### src/hdl/rrfp_pkg.sv
// Shared types, codes and frame constants of the reader response frame parser.
package rrfp_pkg;

	localparam int unsigned CFG_IDX_W = 2;

	localparam logic [1:0] OP_BYTE  = 2'd0;
	localparam logic [1:0] OP_TICK  = 2'd1;
	localparam logic [1:0] OP_START = 2'd2;

	localparam logic [CFG_IDX_W-1:0] REG_TIMEOUT_TICKS = 2'd0;
	localparam logic [CFG_IDX_W-1:0] REG_MAX_LENGTH    = 2'd1;

	localparam logic [15:0] TIMEOUT_TICKS_RST = 16'd1000;
	localparam logic [15:0] MAX_LENGTH_RST    = 16'd265;

	localparam logic [2:0] PH_IDLE = 3'd0;
	localparam logic [2:0] PH_ACK  = 3'd1;
	localparam logic [2:0] PH_HEAD = 3'd2;
	localparam logic [2:0] PH_EXT  = 3'd3;
	localparam logic [2:0] PH_DATA = 3'd4;
	localparam logic [2:0] PH_TAIL = 3'd5;

	localparam logic [2:0] ST_OK       = 3'd0;
	localparam logic [2:0] ST_TIMEOUT  = 3'd1;
	localparam logic [2:0] ST_BAD_ACK  = 3'd2;
	localparam logic [2:0] ST_BAD_PRE  = 3'd3;
	localparam logic [2:0] ST_BAD_LCS  = 3'd4;
	localparam logic [2:0] ST_TOO_LONG = 3'd5;
	localparam logic [2:0] ST_BAD_TAIL = 3'd6;

	localparam logic KIND_PAYLOAD = 1'b0;
	localparam logic KIND_END     = 1'b1;

	localparam logic [7:0] BYTE_FF = 8'hFF;
	localparam logic [7:0] BYTE_00 = 8'h00;

	localparam logic [15:0] TICK_MAX = 16'hFFFF;

	typedef struct packed {
		logic        kind;
		logic [7:0]  payload_byte;
		logic [2:0]  status;
		logic        send_nack;
		logic [15:0] frame_length;
	} res_t;

	typedef struct packed {
		logic [15:0] timeout_ticks;
		logic [15:0] max_length;
	} cfg_t;

	// ACK frame 00 00 FF 00 FF 00
	function automatic logic [7:0] ack_byte(input logic [2:0] idx);
		logic [7:0] b;
		case (idx)
			3'd2, 3'd4: b = BYTE_FF;
			default:    b = BYTE_00;
		endcase
		return b;
	endfunction

	// Preamble 00 00 FF
	function automatic logic [7:0] pre_byte(input logic [1:0] idx);
		logic [7:0] b;
		case (idx)
			2'd2:    b = BYTE_FF;
			default: b = BYTE_00;
		endcase
		return b;
	endfunction

endpackage

### src/hdl/rrfp_if.sv
// Handshake channels of the parser: input beats, result beats, register writes.
interface rrfp_in_if;
	logic       valid;
	logic       ready;
	logic [1:0] op;
	logic [7:0] rx_byte;
	modport source (output valid, output op, output rx_byte, input ready);
	modport sink (input valid, input op, input rx_byte, output ready);
endinterface

interface rrfp_out_if;
	logic        valid;
	logic        ready;
	logic        kind;
	logic [7:0]  payload_byte;
	logic [2:0]  status;
	logic        send_nack;
	logic [15:0] frame_length;
	modport source (output valid, output kind, output payload_byte, output status,
		output send_nack, output frame_length, input ready);
	modport sink (input valid, input kind, input payload_byte, input status,
		input send_nack, input frame_length, output ready);
endinterface

interface rrfp_cfg_if;
	logic                             valid;
	logic                             ready;
	logic [rrfp_pkg::CFG_IDX_W-1:0]   index;
	logic [15:0]                      data;
	modport source (output valid, output index, output data, input ready);
	modport sink (input valid, input index, input data, output ready);
endinterface

### src/hdl/reader_response_frame_parser.sv
// Top level of the reader response frame parser: registers, core and result register.
// Takes one beat (received byte, millisecond tick or start) per clock cycle; the result
// it causes, if any, is registered and shown on res in the cycle after the beat is
// accepted. The input stalls only while the result register holds a beat that res has
// not taken. Register writes are always accepted and act at once; payload is streamed
// before the DCS check, so discard it when the closing status is not ok.
module reader_response_frame_parser (
	input  logic         clk,
	input  logic         arst_n,
	rrfp_in_if.sink      rx,
	rrfp_out_if.source   res,
	rrfp_cfg_if.sink     cfg
);
	import rrfp_pkg::*;

	cfg_t cfg_q;
	logic accept;
	logic can_take;
	logic core_valid;
	res_t core_res;

	assign cfg.ready = 1'b1;
	assign rx.ready  = can_take;
	assign accept    = rx.valid && can_take;

	always_ff @(posedge clk or negedge arst_n) begin
		if (!arst_n) begin
			cfg_q.timeout_ticks <= TIMEOUT_TICKS_RST;
			cfg_q.max_length    <= MAX_LENGTH_RST;
		end else if (cfg.valid) begin
			case (cfg.index)
				REG_TIMEOUT_TICKS: cfg_q.timeout_ticks <= cfg.data;
				REG_MAX_LENGTH:    cfg_q.max_length    <= cfg.data;
				default: ;
			endcase
		end
	end

	rrfp_core u_core (
		.clk       (clk),
		.arst_n    (arst_n),
		.accept    (accept),
		.op        (rx.op),
		.rx_byte   (rx.rx_byte),
		.cfg       (cfg_q),
		.res_valid (core_valid),
		.res       (core_res)
	);

	rrfp_out_reg u_out (
		.clk      (clk),
		.arst_n   (arst_n),
		.load     (accept && core_valid),
		.res      (core_res),
		.can_take (can_take),
		.out      (res)
	);

endmodule

### src/hdl/rrfp_core.sv
// Frame state machine: one input beat per cycle while accept is high, next state and result in one pass.
module rrfp_core (
	input  logic               clk,
	input  logic               arst_n,
	input  logic               accept,
	input  logic [1:0]         op,
	input  logic [7:0]         rx_byte,
	input  rrfp_pkg::cfg_t     cfg,
	output logic               res_valid,
	output rrfp_pkg::res_t     res
);
	import rrfp_pkg::*;

	logic [2:0]  phase_q,  phase_n;
	logic [15:0] pos_q,    pos_n;
	logic [15:0] len_q,    len_n;
	logic [7:0]  lhh_q,    lhh_n;
	logic [1:0]  flags_q,  flags_n;
	logic [7:0]  sum_q,    sum_n;
	logic [15:0] tick_q,   tick_n;

	logic [15:0] tick_inc;
	logic [16:0] pos_inc;
	logic [7:0]  sum_b;
	logic        to_nack;

	assign tick_inc = (tick_q == TICK_MAX) ? tick_q : tick_q + 16'd1;
	assign pos_inc  = {1'b0, pos_q} + 17'd1;
	assign sum_b    = sum_q + rx_byte;
	assign to_nack  = (phase_q != PH_EXT);

	always_comb begin
		phase_n   = phase_q;
		pos_n     = pos_q;
		len_n     = len_q;
		lhh_n     = lhh_q;
		flags_n   = flags_q;
		sum_n     = sum_q;
		tick_n    = tick_q;
		res_valid = 1'b0;
		res       = '0;

		if (op == OP_START) begin
			len_n   = '0;
			lhh_n   = '0;
			sum_n   = '0;
			phase_n = PH_ACK;
			pos_n   = '0;
			flags_n = '0;
			tick_n  = '0;
		end else if (op == OP_TICK && phase_q != PH_IDLE) begin
			tick_n = tick_inc;
			if (tick_inc >= cfg.timeout_ticks) begin
				res_valid     = 1'b1;
				res.kind      = KIND_END;
				res.status    = ST_TIMEOUT;
				res.send_nack = to_nack;
			end
		end else if (op == OP_BYTE && phase_q != PH_IDLE) begin
			if (tick_q >= cfg.timeout_ticks) begin
				res_valid     = 1'b1;
				res.kind      = KIND_END;
				res.status    = ST_TIMEOUT;
				res.send_nack = to_nack;
			end else begin
				case (phase_q)
					PH_ACK: begin
						if (rx_byte != ack_byte(pos_q[2:0]))
							flags_n[0] = 1'b1;
						pos_n = pos_inc[15:0];
						if (pos_inc >= 17'd6) begin
							if (flags_n[0]) begin
								res_valid     = 1'b1;
								res.kind      = KIND_END;
								res.status    = ST_BAD_ACK;
								res.send_nack = 1'b1;
							end else begin
								phase_n = PH_HEAD;
								pos_n   = '0;
								flags_n = '0;
								tick_n  = '0;
							end
						end
					end
					PH_HEAD: begin
						if (pos_q < 16'd3) begin
							if (rx_byte != pre_byte(pos_q[1:0]))
								flags_n[0] = 1'b1;
							pos_n = pos_inc[15:0];
						end else if (pos_q == 16'd3) begin
							lhh_n = rx_byte;
							pos_n = pos_inc[15:0];
						end else if (flags_q[0]) begin
							res_valid  = 1'b1;
							res.kind   = KIND_END;
							res.status = ST_BAD_PRE;
						end else if (lhh_q == BYTE_FF && rx_byte == BYTE_FF) begin
							phase_n = PH_EXT;
							pos_n   = '0;
							flags_n = '0;
							tick_n  = '0;
						end else if (lhh_q + rx_byte != BYTE_00) begin
							res_valid  = 1'b1;
							res.kind   = KIND_END;
							res.status = ST_BAD_LCS;
						end else begin
							len_n = {8'd0, lhh_q};
							if (len_n > cfg.max_length) begin
								res_valid  = 1'b1;
								res.kind   = KIND_END;
								res.status = ST_TOO_LONG;
							end else begin
								sum_n   = '0;
								phase_n = (lhh_q == BYTE_00) ? PH_TAIL : PH_DATA;
								pos_n   = '0;
								flags_n = '0;
								tick_n  = '0;
							end
						end
					end
					PH_EXT: begin
						if (pos_q == 16'd0) begin
							lhh_n = rx_byte;
							sum_n = rx_byte;
							pos_n = pos_inc[15:0];
						end else if (pos_q == 16'd1) begin
							len_n = {lhh_q, rx_byte};
							sum_n = sum_b;
							pos_n = pos_inc[15:0];
						end else if (sum_b != BYTE_00) begin
							res_valid  = 1'b1;
							res.kind   = KIND_END;
							res.status = ST_BAD_LCS;
						end else if (len_q > cfg.max_length) begin
							res_valid  = 1'b1;
							res.kind   = KIND_END;
							res.status = ST_TOO_LONG;
						end else begin
							sum_n   = '0;
							phase_n = (len_q == 16'd0) ? PH_TAIL : PH_DATA;
							pos_n   = '0;
							flags_n = '0;
							tick_n  = '0;
						end
					end
					PH_DATA: begin
						sum_n            = sum_b;
						pos_n            = pos_inc[15:0];
						res_valid        = 1'b1;
						res.kind         = KIND_PAYLOAD;
						res.payload_byte = rx_byte;
						if (pos_inc >= {1'b0, len_q}) begin
							phase_n = PH_TAIL;
							pos_n   = '0;
							flags_n = '0;
							tick_n  = '0;
						end
					end
					PH_TAIL: begin
						if (pos_q == 16'd0) begin
							if (sum_b != BYTE_00)
								flags_n[1] = 1'b1;
							pos_n = pos_inc[15:0];
						end else if (flags_q[1] || rx_byte != BYTE_00) begin
							res_valid     = 1'b1;
							res.kind      = KIND_END;
							res.status    = ST_BAD_TAIL;
							res.send_nack = 1'b1;
						end else begin
							res_valid        = 1'b1;
							res.kind         = KIND_END;
							res.status       = ST_OK;
							res.frame_length = len_q;
						end
					end
					default: begin
						phase_n = PH_IDLE;
					end
				endcase
			end
		end

		// end of exchange returns to idle
		if (res_valid && res.kind == KIND_END) begin
			phase_n = PH_IDLE;
			pos_n   = '0;
			flags_n = '0;
			tick_n  = '0;
		end
	end

	always_ff @(posedge clk or negedge arst_n) begin
		if (!arst_n) begin
			phase_q <= PH_IDLE;
			pos_q   <= '0;
			len_q   <= '0;
			lhh_q   <= '0;
			flags_q <= '0;
			sum_q   <= '0;
			tick_q  <= '0;
		end else if (accept) begin
			phase_q <= phase_n;
			pos_q   <= pos_n;
			len_q   <= len_n;
			lhh_q   <= lhh_n;
			flags_q <= flags_n;
			sum_q   <= sum_n;
			tick_q  <= tick_n;
		end
	end

endmodule

### src/hdl/rrfp_out_reg.sv
// Result register: holds one result beat and frees the input side as it drains.
module rrfp_out_reg (
	input  logic           clk,
	input  logic           arst_n,
	input  logic           load,
	input  rrfp_pkg::res_t res,
	output logic           can_take,
	rrfp_out_if.source     out
);
	import rrfp_pkg::*;

	logic valid_q;
	res_t res_q;

	assign can_take         = !valid_q || out.ready;
	assign out.valid        = valid_q;
	assign out.kind         = res_q.kind;
	assign out.payload_byte = res_q.payload_byte;
	assign out.status       = res_q.status;
	assign out.send_nack    = res_q.send_nack;
	assign out.frame_length = res_q.frame_length;

	always_ff @(posedge clk or negedge arst_n) begin
		if (!arst_n) begin
			valid_q <= 1'b0;
		end else if (load) begin
			valid_q <= 1'b1;
		end else if (out.ready) begin
			valid_q <= 1'b0;
		end
	end

	always_ff @(posedge clk) begin
		if (load)
			res_q <= res;
	end

endmodule
### src/flat_wrapper.sv
// flat-port wrapper written by rule: the top's interface ports become plain ports
module reader_response_frame_parser_flat import rrfp_pkg::*;
  (clk, arst_n, rx_valid, rx_op, rx_rx_byte, rx_ready, res_valid, res_kind, res_payload_byte, res_status, res_send_nack, res_frame_length, res_ready, cfg_valid, cfg_index, cfg_data, cfg_ready);
  rrfp_in_if rx_i ();
  rrfp_out_if res_i ();
  rrfp_cfg_if cfg_i ();
  input  logic clk;
  input  logic arst_n;
  input wire logic [$bits(rx_i.valid)-1:0] rx_valid;
  input wire logic [$bits(rx_i.op)-1:0] rx_op;
  input wire logic [$bits(rx_i.rx_byte)-1:0] rx_rx_byte;
  output wire logic [$bits(rx_i.ready)-1:0] rx_ready;
  output wire logic [$bits(res_i.valid)-1:0] res_valid;
  output wire logic [$bits(res_i.kind)-1:0] res_kind;
  output wire logic [$bits(res_i.payload_byte)-1:0] res_payload_byte;
  output wire logic [$bits(res_i.status)-1:0] res_status;
  output wire logic [$bits(res_i.send_nack)-1:0] res_send_nack;
  output wire logic [$bits(res_i.frame_length)-1:0] res_frame_length;
  input wire logic [$bits(res_i.ready)-1:0] res_ready;
  input wire logic [$bits(cfg_i.valid)-1:0] cfg_valid;
  input wire logic [$bits(cfg_i.index)-1:0] cfg_index;
  input wire logic [$bits(cfg_i.data)-1:0] cfg_data;
  output wire logic [$bits(cfg_i.ready)-1:0] cfg_ready;
  assign rx_i.valid = rx_valid;
  assign rx_i.op = rx_op;
  assign rx_i.rx_byte = rx_rx_byte;
  assign rx_ready = rx_i.ready;
  assign res_valid = res_i.valid;
  assign res_kind = res_i.kind;
  assign res_payload_byte = res_i.payload_byte;
  assign res_status = res_i.status;
  assign res_send_nack = res_i.send_nack;
  assign res_frame_length = res_i.frame_length;
  assign res_i.ready = res_ready;
  assign cfg_i.valid = cfg_valid;
  assign cfg_i.index = cfg_index;
  assign cfg_i.data = cfg_data;
  assign cfg_ready = cfg_i.ready;
  reader_response_frame_parser u_core (.clk(clk), .arst_n(arst_n), .rx(rx_i), .res(res_i), .cfg(cfg_i));
endmodule
### config.mk
export PLATFORM = sky130hd
export DESIGN_NAME = reader_response_frame_parser_flat
export DESIGN_NICKNAME = d
export VERILOG_FILES = /design/src/hdl/rrfp_pkg.sv /design/src/hdl/rrfp_if.sv /design/src/hdl/reader_response_frame_parser.sv /design/src/hdl/rrfp_core.sv /design/src/hdl/rrfp_out_reg.sv /design/src/flat_wrapper.sv
export SDC_FILE = /design/constraint.sdc
export NUM_CORES = 1
export LEC_CHECK = 0
export BUFFER_PORTS_ARGS = -buffer_cell sky130_fd_sc_hd__buf_2
export CAP_MARGIN = 20
export CELL_PAD_IN_SITES_DETAIL_PLACEMENT = 0
export CELL_PAD_IN_SITES_GLOBAL_PLACEMENT = 2
export CORE_MARGIN = 1.5
export CORE_UTILIZATION = 39
export DETAILED_ROUTE_END_ITERATION = 10
export GPL_TIMING_DRIVEN = 0
export PLACE_DENSITY = 0.79
export SLEW_MARGIN = 15
export SYNTH_ARGS = -nofsm -noshare
export SYNTH_HDL_FRONTEND = slang
export SYNTH_SLANG_ARGS = --single-unit
### constraint.sdc
create_clock -name clk -period 5.94 [get_ports clk]
set_input_delay 0.594 -clock clk [delete_from_list [all_inputs] [get_ports clk]]
set_output_delay 0.594 -clock clk [all_outputs]
set_load 0.005 [all_outputs]
==> results.py, run 1 <==
metrics = {
    "drt": {
        "vias": 8567,
        "drcViolationCount": 0,
        "wire_per_inst_um": 20.1,
        "dr.first_iter.drc_count": 544,
        "avgViaCountPerCell": 5.70,
        "ant_nets": 0,
        "routed_wl_um": 30200,
        "drt_first_pass_iters": 6,
    },
    "layout": {
        "layout-drive-gt1-share_pct": 13.7,
        "antenna_cells": 0,
        "fin_area_um2": 11100,
        "multi_input_area_um2": 5810,
        "utilization_pct": 45.5,
        "fillers": 2454,
        "syn2layout_area_growth_pct": 13.8,
        "seqCellArea_um2": 3430,
        "fin_nets": 1293,
    },
    "power": {
        "ir_drop_mv": 0.152,
        "p_per_area_nw_per_um2": 391,
        "static-leakage-power_nw": 4.88,
        "power_mw": 4.35,
    },
    "die": {
        "fp.dieArea_um2": 26000,
        "die-height_um": 161,
        "die_w_um": 161,
        "io_pins": 65,
        "core_area_um2": 24500,
        "rows": 57,
        "start_util_pct": 39.9,
    },
    "timing": {
        "fmax_mhz": 186,
        "finalSetupViolCount": 0,
        "slew_headroom_pct": 25.0,
        "period_needed_ns": 5.39,
        "hold_violations": 0,
        "rsz0062_at_grt": "false",
        "finClkSkew_ns": 0.0121,
        "fin_ws_ns": 0.550,
        "fin_crit_sh_pct": 90.7,
        "tightest_slew_ns": 1.11,
        "drv_slew": 0,
    },
    "clocking": {
        "postCtsSetupBuffers": 0,
        "cts_tree": "built",
        "cts.htree.levels": 4,
        "clock_latency_ns": 0.43,
        "cts_made_buffers": 17,
        "cts.clk_slew.worst_paths_ns": 0.07,
        "cts.sinks": 131,
        "cts_buffer_depth": 2,
        "cts-root-buf": "clkbuf_16",
    },
    "worst_setup_path": {
        "required_ns": 6.25,
        "critPathBufInv": 2,
        "path_cells": "clkbuf_1, nand3_1, nor4_1, nand2_1, or3_1, nand2_1, nor2_1, and3_1, xor2_1, ha_1, a211o_1, a21oi_1, o21ai_0, a41oi_1, a211o_1, nand2b_2, and2_1, a31oi_1, buf_4, mux2_1",
        "timing.rr.start": "u_core.u_core.tick_q[2]",
        "crit_type": "reg2reg",
        "cp_slowest_cell": "or3_1",
        "regToRegEndpoint": "u_core.u_core.pos_q[4]",
        "critPathMaxFanout": 10,
        "setup.worst_path.start_class": "register",
        "slowest_delay_ns": 0.44,
        "cp-end-kind": "register",
        "arrival_ns": 5.70,
        "regToRegSetupSlack_ns": 0.55,
        "reg2regPathDepth": 20,
        "cp_top_family": "simple AND/OR/NAND/NOR gates",
    },
    "synthesis": {
        "yosysUniqueCellTypes": 83,
        "ys_ff_latch": 131,
        "synth_nets": 1212,
        "synth_area_per_cell_um2": 9.01,
        "synthCells": 1085,
        "synth_seq_area_share_pct": 35.1,
        "ys.flop_type": "dfrtp_1",
        "synth_edf_count": 29,
        "synth_warnings": 0,
        "ys_async_sr_fraction_pct": 77.9,
        "synth.cell_area_um2": 9770,
    },
    "run_status": {
        "status": "completed",
    },
    "placement": {
        "place_congestion": 0.938,
        "dpl_worst_slack_ns": 0.0245,
        "dp_hpwl_um": 23000,
        "placed_area_um2": 10500,
        "numPortBuffers": 61,
    },
    "global_routing": {
        "overflow": 0,
        "grt_pass1_wl_um": 47700,
        "grt_pass1_vias": 8466,
        "grt_usage_pct": 23.8,
        "grt_max_degree": 68,
        "grt_antenna_before_repair": 0,
    },
    "hold_path": {
        "hold_path_class": "in2async",
    },
    "run": {
        "maxCapViolations": 0,
    },
}
==> cells by family (layout without fill, tap and decap cells) <==
| logic type | Yosys count | count (layout) | share of synthesized area (%) |
|---|---|---|---|
| xor gates and xnor gates | 34 | 34 | 3.05 |
| AOI/OAI and AO/OA | 268 | 268 | 19.1 |
| DFF | 131 | 131 | 35.1 |
| adders and majority gates | 94 | 94 | 12.2 |
| other | 1 | 1 | 0.0384 |
| muxes | 49 | 49 | 5.35 |
| buffers and inverters | 134 | 228 | 5.52 |
| and+or+nand+nor | 374 | 374 | 19.7 |
==> flip-flops by register name, summed over array words and instances (netlist names) <==
register,flops
u_core.cfg_q,32
u_core.u_core.len_q,16
u_core.u_core.pos_q,16
u_core.u_core.tick_q,16
u_core.u_out.out.frame_length,16
u_core.u_core.lhh_q,8
u_core.u_core.sum_q,8
u_core.u_out.out.payload_byte,8
u_core.u_core.phase_q,3
u_core.u_out.out.status,3
u_core.u_core.flags_q,2
u_core.u_out.out.kind,1
u_core.u_out.out.send_nack,1
u_core.u_out.out.valid,1
==> routing by layer <==
layer | track usage [%] | up-vias | part of all wire [%]
met2 | 37.4 | 264 | 44
met4 | 6.27 | 0 | 1.6
met5 | 0 | - | 0
met1 | 34.1 | 4085 | 49
li1 | - | 4169 | -
met3 | 3.39 | 49 | 4.9
==> repair_timing <==
action / CTS / global route
endpoints found under the hold margin: 0 / 0
setup endpoints to repair: 2 / 28
hold buffers: 0 / 0
gates resized for setup: 1 / 5
==> cell usage after synthesis, types with 8 or more instances <==
| cell type | n | share of area (%) |
|---|---|---|
| a211o_1 | 8 | 0.72 |
| a211oi_1 | 12 | 0.92 |
| a21o_1 | 11 | 0.85 |
| a21oi_1 | 47 | 2.4 |
| a22oi_1 | 14 | 1.1 |
| a31oi_1 | 15 | 0.96 |
| and2_1 | 23 | 1.5 |
| and3_1 | 29 | 1.9 |
| buf_2 | 8 | 0.41 |
| clkbuf_1 | 35 | 1.3 |
| dfrtp_1 | 93 | 24 |
| dfstp_2 | 9 | 2.4 |
| edfxtp_1 | 29 | 8.9 |
| ha_1 | 92 | 12 |
| inv_1 | 84 | 3.2 |
| mux2_1 | 8 | 0.92 |
| mux2_2 | 18 | 2.1 |
| mux2i_1 | 23 | 2.4 |
| nand2_1 | 118 | 4.5 |
| nand2b_1 | 13 | 0.83 |
| nand3_1 | 23 | 1.2 |
| nand4_1 | 27 | 1.7 |
| nor2_1 | 62 | 2.4 |
| nor3_1 | 20 | 1.0 |
| nor4_1 | 19 | 1.2 |
| o211ai_1 | 11 | 0.85 |
| o21ai_0 | 51 | 2.6 |
| o21ai_1 | 12 | 0.61 |
| o31ai_1 | 18 | 1.4 |
| xnor2_1 | 26 | 2.3 |
| xor2_1 | 8 | 0.72 |
==> final cells by class <==
type,count,area share (%)
clock buffer,17,3.82
multi-input combinational,820,52.2
inverter,84,2.83
clock inverter,15,1.48
buffer,48,1.97
tap,324,3.64
timing repair buffer,64,3.16
sequential,131,30.9
==> where the power goes <==
part           total (mW)  leakage (nW)  internal, mW  switching, mW
clock                1.08         0.290         0.599          0.481
combinational        1.90          3.02         0.739           1.16
sequential           1.36          1.57          1.12          0.246
total                4.35          4.88          2.46           1.89
==> cell usage in the layout, fill, tap and decap left out, types with 17 or more instances in the layout <==
cell type	n
mux2_2	18
buf_2	69
o31ai_1	18
and2_1	23
nor4_1	19
clkbuf_1	31
dfrtp_1	93
nor3_1	19
inv_1	84
nand3_1	23
ha_1	92
mux2i_1	23
edfxtp_1	29
a21oi_1	47
clkbuf_16	17
nor2_1	62
and3_1	29
o21ai_0	51
nand4_1	27
xnor2_1	26
nand2_1	118
==> how the worst max path moves through the flow <==
stage	startpoint	to	slack, ns	depth (start not counted)
floorplan	u_core.u_core.tick_q[2]	u_core.u_core.pos_q[13]	1.50	20
global placement	u_core.u_core.tick_q[2]	u_core.u_core.tick_q[8]	-0.02	20
detailed placement	u_core.u_core.tick_q[2]	u_core.u_core.tick_q[5]	0.02	20
CTS	u_core.u_core.tick_q[2]	u_core.u_core.tick_q[5]	0.20	21
global route	u_core.u_core.tick_q[2]	u_core.u_core.tick_q[8]	0.07	20
finish	u_core.u_core.tick_q[2]	u_core.u_core.pos_q[4]	0.55	20
==> stage by stage <==
stage | hold slack, ns | TNS (ns) | cells
global route | 0.0845 | 0 | 1503
global placement | 0.479 | -0.0257 | 1470
detailed placement | 0.480 | 0 | 1471
floorplan | 0.298 | 0 | 1085
CTS | 0.0800 | 0 | 1503
finish | 0.0692 | 0 | 1503
(Power assumes the default switching activity.)
==> run 2, diff against run 1 <==
--- a/config.mk
+++ b/config.mk
@@ -10,10 +10,10 @@
 export CELL_PAD_IN_SITES_DETAIL_PLACEMENT = 0
 export CELL_PAD_IN_SITES_GLOBAL_PLACEMENT = 2
 export CORE_MARGIN = 1.5
-export CORE_UTILIZATION = 39
+export CORE_UTILIZATION = 42
 export DETAILED_ROUTE_END_ITERATION = 10
 export GPL_TIMING_DRIVEN = 0
-export PLACE_DENSITY = 0.79
+export PLACE_DENSITY = 0.85
 export SLEW_MARGIN = 15
 export SYNTH_ARGS = -nofsm -noshare
 export SYNTH_HDL_FRONTEND = slang
==> constraint.sdc (replaced) <==
create_clock -name clk -period 6.2 [get_ports clk]
set_input_delay 0.62 -clock clk [delete_from_list [all_inputs] [get_ports clk]]
set_output_delay 0.62 -clock clk [all_outputs]
set_load 0.005 [all_outputs]
==> results.py, run 2 (synthesized netlist as in run 1, its figures left out) <==
metrics = {
    "clocking": {
        "cts-resized-gates": 0,
        "cts_tree": "built",
        "cts-root-buf": "clkbuf_16",
        "postCtsSetupBuffers": 0,
        "cts.htree.levels": 4,
        "cts.sinks": 131,
        "cts_buffer_depth": 2,
        "ctsHoldBuffers": 0,
        "clock_latency_ns": 0.42,
        "cts.clk_slew.worst_paths_ns": 0.07,
        "cts_made_buffers": 17,
    },
    "timing": {
        "finalSetupViolCount": 0,
        "hold_ws_ns": 0.0875,
        "fmax_mhz": 178,
        "fin_crit_sh_pct": 90.5,
        "finClkSkew_ns": 0.0121,
        "slew_headroom_pct": 26.1,
        "hold_violations": 0,
        "tightest_slew_ns": 1.11,
        "drv_slew": 0,
        "rsz0062_at_grt": "false",
        "period_needed_ns": 5.61,
        "tns_ns": 0,
    },
    "layout": {
        "fillers": 2226,
        "syn2layout_area_growth_pct": 13.2,
        "layout-drive-gt1-share_pct": 13.5,
        "final_cell_mix": "118 x nand2_1, 93 x dfrtp_1, 92 x ha_1, 84 x inv_1, 68 x buf_2",
        "largest_reg_flops": 32,
        "fin_area_um2": 11100,
        "final_common_cell": "nand2_1",
        "utilization_pct": 48.7,
        "fin_nets": 1293,
        "top_register": "u_core.cfg_q",
        "antenna_cells": 0,
    },
    "drt": {
        "wire_per_inst_um": 20.1,
        "routed_wl_um": 29400,
        "vias": 8547,
        "dr.first_iter.drc_count": 652,
        "avgViaCountPerCell": 5.84,
        "drcViolationCount": 0,
        "drt_first_pass_iters": 5,
        "ant_nets": 0,
    },
    "die": {
        "start_util_pct": 43.0,
        "die_w_um": 156,
        "rows": 55,
        "core_area_um2": 22700,
        "fp.dieArea_um2": 24200,
        "die-height_um": 156,
        "io_pins": 65,
    },
    "run": {
        "maxCapViolations": 0,
    },
    "worst_setup_path": {
        "regToRegSetupSlack_ns": 0.59,
        "arrival_ns": 5.92,
        "regToRegEndpoint": "u_core.u_core.pos_q[3]",
        "critPathMaxFanout": 10,
        "crit_path_end": "u_core.u_core.pos_q[3]",
        "reg2regPathDepth": 20,
        "cp-startpoint": "u_core.u_core.tick_q[2]",
        "cp-end-kind": "register",
        "setup.worst_path.start_class": "register",
        "timing.rr.start": "u_core.u_core.tick_q[2]",
        "crit_type": "reg2reg",
        "required_ns": 6.50,
    },
    "global_routing": {
        "grt_antenna_before_repair": 0,
        "grt_pass1_wl_um": 46500,
        "grt_max_degree": 72,
        "grt_pass1_vias": 8268,
        "overflow": 0,
        "grt_usage_pct": 24.9,
    },
    "power": {
        "static-leakage-power_nw": 4.86,
        "pwr-share-clk_pct": 24.5,
        "p_per_area_nw_per_um2": 374,
        "p_seq_share_pct": 31.5,
        "share_comb_of_total_power_pct": 44.1,
        "power_mw": 4.13,
        "power.switching_mw": 1.78,
        "internal_power_mw": 2.36,
        "ir_drop_mv": 0.175,
        "swShare_pct": 43.0,
    },
    "placement": {
        "dp_hpwl_um": 22600,
        "numPortBuffers": 61,
        "placed_area_um2": 10500,
        "place_congestion": 0.942,
    },
    "hold_path": {
        "hold_path_class": "in2async",
    },
    "run_status": {
        "status": "completed",
    },
}
-- run 2: cell count changes in the layout (fill, tap and decap cells not counted), sizes merged --
cell | previous run | this run
clkinvlp | 1 | 4
buf | 78 | 77
clkbuf | 51 | 53
clkinv | 3 | 2
inv | 94 | 91
-- run 2: worst max-delay path, cell delays in order, from the launching register on --
cell      delay, ns
dfrtp_1        0.35
clkbuf_1       0.31
nand3_1        0.14
nor4_1         0.39
nand2_1        0.22
or3_1          0.44
nand2_1        0.18
nor2_1         0.15
and3_1         0.26
xor2_1         0.16
ha_1           0.22
a211o_1        0.27
a21oi_1        0.11
o21ai_0        0.12
a41oi_1        0.37
a211o_1        0.21
nand2b_1       0.40
and2_1         0.38
a31oi_1        0.23
buf_4          0.25
mux2_1         0.33
-- run 2: per-stage QoR --
stage	worst slack, ns	std cells
floorplan	1.76	1085
finish	0.587	1464
CTS	0.237	1464
detailed placement	0.260	1432
global route	0.0286	1464
global placement	0.232	1431
-- run 2: layout make-up --
class	count	area, um^2	share of cell area (%)
clock inverters	14	143	1.29
multi-input cells	820	5800	52.5
inverters	84	315	2.85
clock buffers	18	439	3.97
repair buffers	63	344	3.11
plain buffers	49	221	2.00
flip-flops and latches	131	3430	31.1
well taps	285	357	3.22
-- run 2: worst min path at each step --
stage | startpoint | end | slack [ns]
3_3_place_gp | u_core.u_core.sum_q[0] | u_core.u_core.sum_q[0] | 0.47
6_report | arst_n | u_core.u_core.pos_q[6] | 0.09
3_5_place_dp | u_core.u_core.sum_q[0] | u_core.u_core.sum_q[0] | 0.48
5_1_grt | arst_n | u_core.u_core.pos_q[12] | 0.10
4_1_cts | arst_n | u_core.u_core.pos_q[6] | 0.09
2_1_floorplan | arst_n | u_core.cfg_q[10] | 0.32
-- run 2: power by group through the flow --
stage               Clock [mW]  Combinational, mW  Sequential [mW]
floorplan                    0               1.32             1.23
global placement             0               1.77             1.31
detailed placement           0               1.79             1.31
CTS                       1.03               1.81             1.30
global route              1.07               2.05             1.33
finish                    1.01               1.82             1.30
-- run 2: per-layer routing --
layer  share of wire [%]  routed length [um]  vias up  global-route usage (%)
met1                  49               14500     4083                    36.6
li1                    -                   -     4161                       -
met3                 4.7                1370       39                    3.75
met2                  45               13100      264                    38.2
met5                   0                   0        -                       0
met4                 1.6                 457        0                    6.49
